[src/sv/depth_zone_near_distance_macros.svh]
// Assertion helpers used by the top-level RTL module.
`ifndef DEPTH_ZONE_NEAR_DISTANCE_MACROS_SVH
`define DEPTH_ZONE_NEAR_DISTANCE_MACROS_SVH

// Same-cycle implication, checked outside reset.
`define DZN_ASSERT_NOW(label, ante, cons) \
  label: assert property (@(posedge clk) disable iff (!rst_n) (ante) |-> (cons)) \
    else $error("assertion failed");

// Next-cycle implication, checked outside reset.
`define DZN_ASSERT_NEXT(label, ante, cons) \
  label: assert property (@(posedge clk) disable iff (!rst_n) (ante) |=> (cons)) \
    else $error("assertion failed");

`endif

[src/sv/dzn_pkg.sv]
`timescale 1ns / 1ps
package dzn_pkg;

  localparam int SZW      = 13;   // frame size math, covers sizes up to 8191
  localparam int DEPTH_W  = 16;
  localparam int DIST_W   = 14;
  localparam int COLS_W   = 11;
  localparam int ROWS_W   = 11;
  localparam int MARGIN_W = 10;
  localparam int CFG_W    = 16;
  localparam int NZONE    = 3;

  // floor(x/3) = (x * THIRD_MUL) >> SZW for x below 2**SZW
  localparam logic [SZW-2:0] THIRD_MUL = 12'd2731;

  localparam logic [COLS_W-1:0]   COLS_RST   = 11'd640;
  localparam logic [ROWS_W-1:0]   ROWS_RST   = 11'd480;
  localparam logic [MARGIN_W-1:0] MARGIN_RST = 10'd96;
  localparam logic [CFG_W-1:0]    WARN_RST   = 16'd500;

  typedef enum logic [1:0] {
    CFG_COLS   = 2'd0,
    CFG_ROWS   = 2'd1,
    CFG_MARGIN = 2'd2,
    CFG_WARN   = 2'd3
  } cfg_reg_t;

  typedef struct packed {
    logic accept;       // latch item, read bin, advance position
    logic upd;          // write incremented bin
    logic sweep_start;  // begin bin sweep (scan and clear)
    logic load;         // capture result, clear counts
  } dzn_cmd_t;

  typedef struct packed {
    logic frame_end;
    logic sweep_last;
    logic sweep_busy;
  } dzn_sts_t;

endpackage

[src/sv/dzn_ctrl.sv]
`timescale 1ns / 1ps
module dzn_ctrl (
  input  logic             clk,
  input  logic             rst_n,
  input  logic             in_valid,
  output logic             in_ready,
  output logic             out_valid,
  input  logic             out_ready,
  output dzn_pkg::dzn_cmd_t cmd,
  input  dzn_pkg::dzn_sts_t sts
);

  typedef enum logic [5:0] {
    S_INIT = 6'b000001,
    S_CLR  = 6'b000010,
    S_IDLE = 6'b000100,
    S_UPD  = 6'b001000,
    S_SCAN = 6'b010000,
    S_DONE = 6'b100000
  } state_t;

  state_t state_r, state_nxt;
  logic   out_valid_r, out_valid_nxt;

  assign in_ready  = (state_r == S_IDLE);
  assign out_valid = out_valid_r;

  always_comb begin
    cmd.accept      = in_valid && (state_r == S_IDLE);
    cmd.upd         = (state_r == S_UPD);
    cmd.sweep_start = (state_r == S_INIT) || ((state_r == S_UPD) && sts.frame_end);
    cmd.load        = (state_r == S_DONE) && (!out_valid_r || out_ready);
  end

  always_comb begin
    state_nxt = state_r;
    case (state_r)
      S_INIT: state_nxt = S_CLR;
      S_CLR:  if (sts.sweep_last) state_nxt = S_IDLE;
      S_IDLE: if (in_valid) state_nxt = S_UPD;
      S_UPD:  state_nxt = sts.frame_end ? S_SCAN : S_IDLE;
      S_SCAN: if (sts.sweep_last) state_nxt = S_DONE;
      S_DONE: if (!out_valid_r || out_ready) state_nxt = S_IDLE;
      default: state_nxt = S_INIT;
    endcase
  end

  always_comb begin
    out_valid_nxt = out_valid_r;
    if (out_valid_r && out_ready) out_valid_nxt = 1'b0;
    if (cmd.load) out_valid_nxt = 1'b1;
  end

  always_ff @(posedge clk) begin
    if (!rst_n) begin
      state_r     <= S_INIT;
      out_valid_r <= 1'b0;
    end else begin
      state_r     <= state_nxt;
      out_valid_r <= out_valid_nxt;
    end
  end

endmodule

[config.mk]
export PLATFORM = sky130hd
export DESIGN_NAME = dzn_ctrl
export DESIGN_NICKNAME = d
export VERILOG_FILES = /design/src/sv/depth_zone_near_distance_macros.svh /design/src/sv/dzn_pkg.sv /design/src/sv/dzn_ctrl.sv
export SDC_FILE = /design/constraint.sdc
export NUM_CORES = 1
export LEC_CHECK = 0
export ABC_AREA = 0
export BUFFER_PORTS_ARGS = -buffer_cell sky130_fd_sc_hd__buf_2
export CAP_MARGIN = 15
export CELL_PAD_IN_SITES_DETAIL_PLACEMENT = 0
export CELL_PAD_IN_SITES_GLOBAL_PLACEMENT = 1
export CORE_AREA = 2 2 39 41
export DETAILED_ROUTE_END_ITERATION = 10
export DIE_AREA = 0 0 41 43
export GPL_ROUTABILITY_DRIVEN = 0
export PLACE_DENSITY = 0.84
export REMOVE_ABC_BUFFERS = 1
export SLEW_MARGIN = 20
export SYNTH_ARGS = -nofsm -noshare
export SYNTH_HDL_FRONTEND = slang
export SYNTH_SLANG_ARGS = --single-unit
[constraint.sdc]
create_clock -name clk -period 3 [get_ports clk]
set_input_delay 0.15 -clock clk [delete_from_list [all_inputs] [get_ports clk]]
set_output_delay 0.15 -clock clk [all_outputs]
set_load 0.05 [all_outputs]
# Yosys cells after proc, flatten, opt, wreduce, memory -nomap -nowiden

Cells that the tools add are included.

Equal/unequal tests: 10
Mux-type cells: 8
Reductions and logical operators: 9

Operators by type and width:

| kind               | number |
|---|---|
| $pmux 6 s6         | 1 |
| $mux 6             | 4 |
| $eq 6x1->1 const B | 1 |
| $eq 6x2->1 const B | 1 |
| $eq 6x3->1 const B | 1 |
| $eq 6x4->1 const B | 1 |
| $eq 6x5->1 const B | 1 |
| $eq 6x6->1 const B | 1 |
| $ne 2x2->1 const B | 3 |
| $mux 5             | 1 |
| $logic_and 1x1->1  | 4 |
| $reduce_and 4->1   | 1 |
| $logic_or 1x1->1   | 2 |
| $mux 1             | 2 |
| $ne 2x1->1 const B | 1 |
| $reduce_bool 2->1  | 1 |
| $logic_not 1->1    | 1 |

Register bits: 7
Output and inout bits: 6

# Depth between registers and ports, before layout

Depth after elaboration: 4
Depth in mapped cells: 5

# Worst setup path after synthesis

OpenSTA, ideal clock, no wires.

Kind: register to output
From: reg state_r[1]
To: out cmd[3] (netlist name)
Arrival: 2779 ps
Path slack: 71 ps
Stages on the path, launching flop included: 5
Cells stage by stage: dfxtp_1 buf_6 or4_4 nor3b_1 and2_1

RTL lines:

| element                | line           | source |
|---|---|---|
| from (decl)            | dzn_ctrl.sv:22 | `state_t state_r, state_nxt;` |
| from (signal assigned) | dzn_ctrl.sv:59 | `state_r <= state_nxt;` |
| to (decl)              | dzn_ctrl.sv:9  | `output dzn_pkg::dzn_cmd_t cmd,` |

==> results.ini <==
[yosys]
ys.flop_type=dfxtp_1
ys_seq_area_share_pct=31.7
syn_area_um2=442
yosysTopAreaCell=dfxtp_1
ys_warn_count=0
syn_avg_cell_area_um2=8.33
syn_inst=53
async_flop_share_pct=0
synth_cell_types=30
synth_edf_count=0
synth_area_leaders=dfxtp_1 (32%), nor2_1 (5.9%), nor3_1 (4.5%)
synth_top_area_share_pct=31.7
ys_ff_latch=7

[timing]
finalCriticalPeriod_ps=2200
final_max_slew_viol_count=0
finalHoldViolations=0
tightest_slew_ps=520
fmax_mhz=454
finalClockSkew_ps=3.46
setup_viol=0
max_slew_margin_pct=64.9
setup_ws_ps=798
setup_tns_ps=0
fin_crit_sh_pct=73.4
rsz0062_at_grt=false

[layout]
seq_area_um2=140
antenna_cells=0
area_growth_pct=18.7
final_area_um2=524
multi_input_area_um2=275
utilization_pct=37.9
final_nets=74
n_fill_cell=153
drive_above_1_share_pct=27.3

[detailed_routing]
drcViolationCount=0
antenna_left=0
dr.pass1.iters=4
wl_per_cell_um=12.0
drt_iter0_markers=7
vias=437
viasPerCell=5.33
routed_wl_um=981

[run_status]
status=complete, no violations

[clocking]
clk_latency_ps=250
post_cts_buffers=0
cts_resized=0
cts_tree=yes
numCtsBuffers=3
clock_sinks=7
path_clk_slew_ps=50
clk_path_buf_depth=2
cts_max_level=1
holdBufCountCts=0
cts_root_buf=clkbuf_4

[floorplan]
num_rows=14
die-area_mm2=0.00176
die-height_um=43
coreArea_mm2=0.00138
initial_core_util_pct=31.9
die_w_um=41
ioPinCount=13

[placed_design]
dpl_cell_area_um2=498
port_buffers=11
pre_cts_slack_ps=1050
dpl.hpwl_um=750

[worst_setup_path]
worst-setup-path-type=flop to output pin
end_kind=output pin
arrival_ps=2050
worstPathMaxFanout=8
start_kind=flop
cp.required_ps=2850

[power_and_ir_drop]
ir_worst_vdd_mv=0.163
p_per_area_mw_per_mm2=495
p_leak_nw=0.218

[grt]
grt_pass1_wl_um=1500
grt_pass1_vias=363
grt_max_degree=9
antenna_found_initial=0
overflow=0
gr-usage-all-layers_pct=13.2

[hold_path]
min_path_type=input pin to flop

[flow_run]
cap_violations=0

## path summary, 6_finish.rpt
path | slack (ps) | cells past startpoint | end | start
worst max-delay path | 800 | 4 | cmd[3] | state_r[1]
worst min-delay path | 120 | 2 | state_r[4] | rst_n
worst max register to register | 1030 | 4 | state_r[1] | state_r[1]
worst min register to register | 650 | 3 | out_valid | out_valid
## synthesized netlist by cell type, types with 2 or more instances
library cell / n
nor2b_1: 2
nor3b_1: 2
nand3_1: 2
and3_1: 2
nor2_1: 7
a21oi_1: 2
dfxtp_1: 7
inv_1: 2
and2_1: 3
nor3_1: 4
## power by group
group | leakage (nW) | switching, mW | internal [mW]
Clock | 0.0150 | 0.0367 | 0.0509
Sequential | 0.0570 | 0.0117 | 0.0988
Combinational | 0.146 | 0.0356 | 0.0258
Total | 0.218 | 0.0840 | 0.176
## through the flow
step           hold WS [ps]  instances  power (mW)
3_5_place_dp            391         78       0.174
2_1_floorplan           268         51       0.159
6_report                125         82       0.260
3_3_place_gp            383         78       0.173
4_1_cts                 128         82       0.262
5_1_grt                 151         82       0.272
## kinds of logic (layout without fill, tap and decap cells)
logic type | after synthesis | after routing | synth area share [%]
AO/OA/AOI/OAI | 10 | 10 | 16.7
XOR/XNOR | 2 | 2 | 3.97
buffers and inverters | 4 | 17 | 5.95
flip-flops | 7 | 7 | 31.7
AND/OR/NAND/NOR | 30 | 30 | 41.6
## layout make-up
class	count	share of cell area [%]
Clock buffer	4	5.01
Inverter	2	1.43
Multi-Input combinational cell	42	52.5
Sequential cell	7	26.7
Tap cell	16	3.82
Timing Repair Buffer	11	10.5
## state kept, by name (all words and copies together), names as in the netlist
signal and count:
out_valid 1, state_r 6
## cell usage in the layout, fill, tap and decap left out, types with 2 or more instances in the layout
cell type	n
buf_2	11
inv_1	2
a21oi_1	2
dfxtp_1	7
nor3b_1	2
nor2b_1	2
and3_1	2
nand3_1	2
and2_1	3
nor2_1	7
clkbuf_4	3
nor3_1	4
## metal layers
layer  global-route usage, %  vias to the layer above  wire [um]
met5                       0                        -          0
met4                    12.0                        0         39
met3                    1.57                        4         62
met2                    19.1                       19        441
met1                    15.9                      195        438
li1                        -                      219          -
## critical path: stages, from the launching register on
cell and delay (ps):
dfxtp_1 400, or4_4 540, nor3b_1 420, and2_1 180, buf_2 250
No activity file was read; power rests on OpenSTA's default activity.
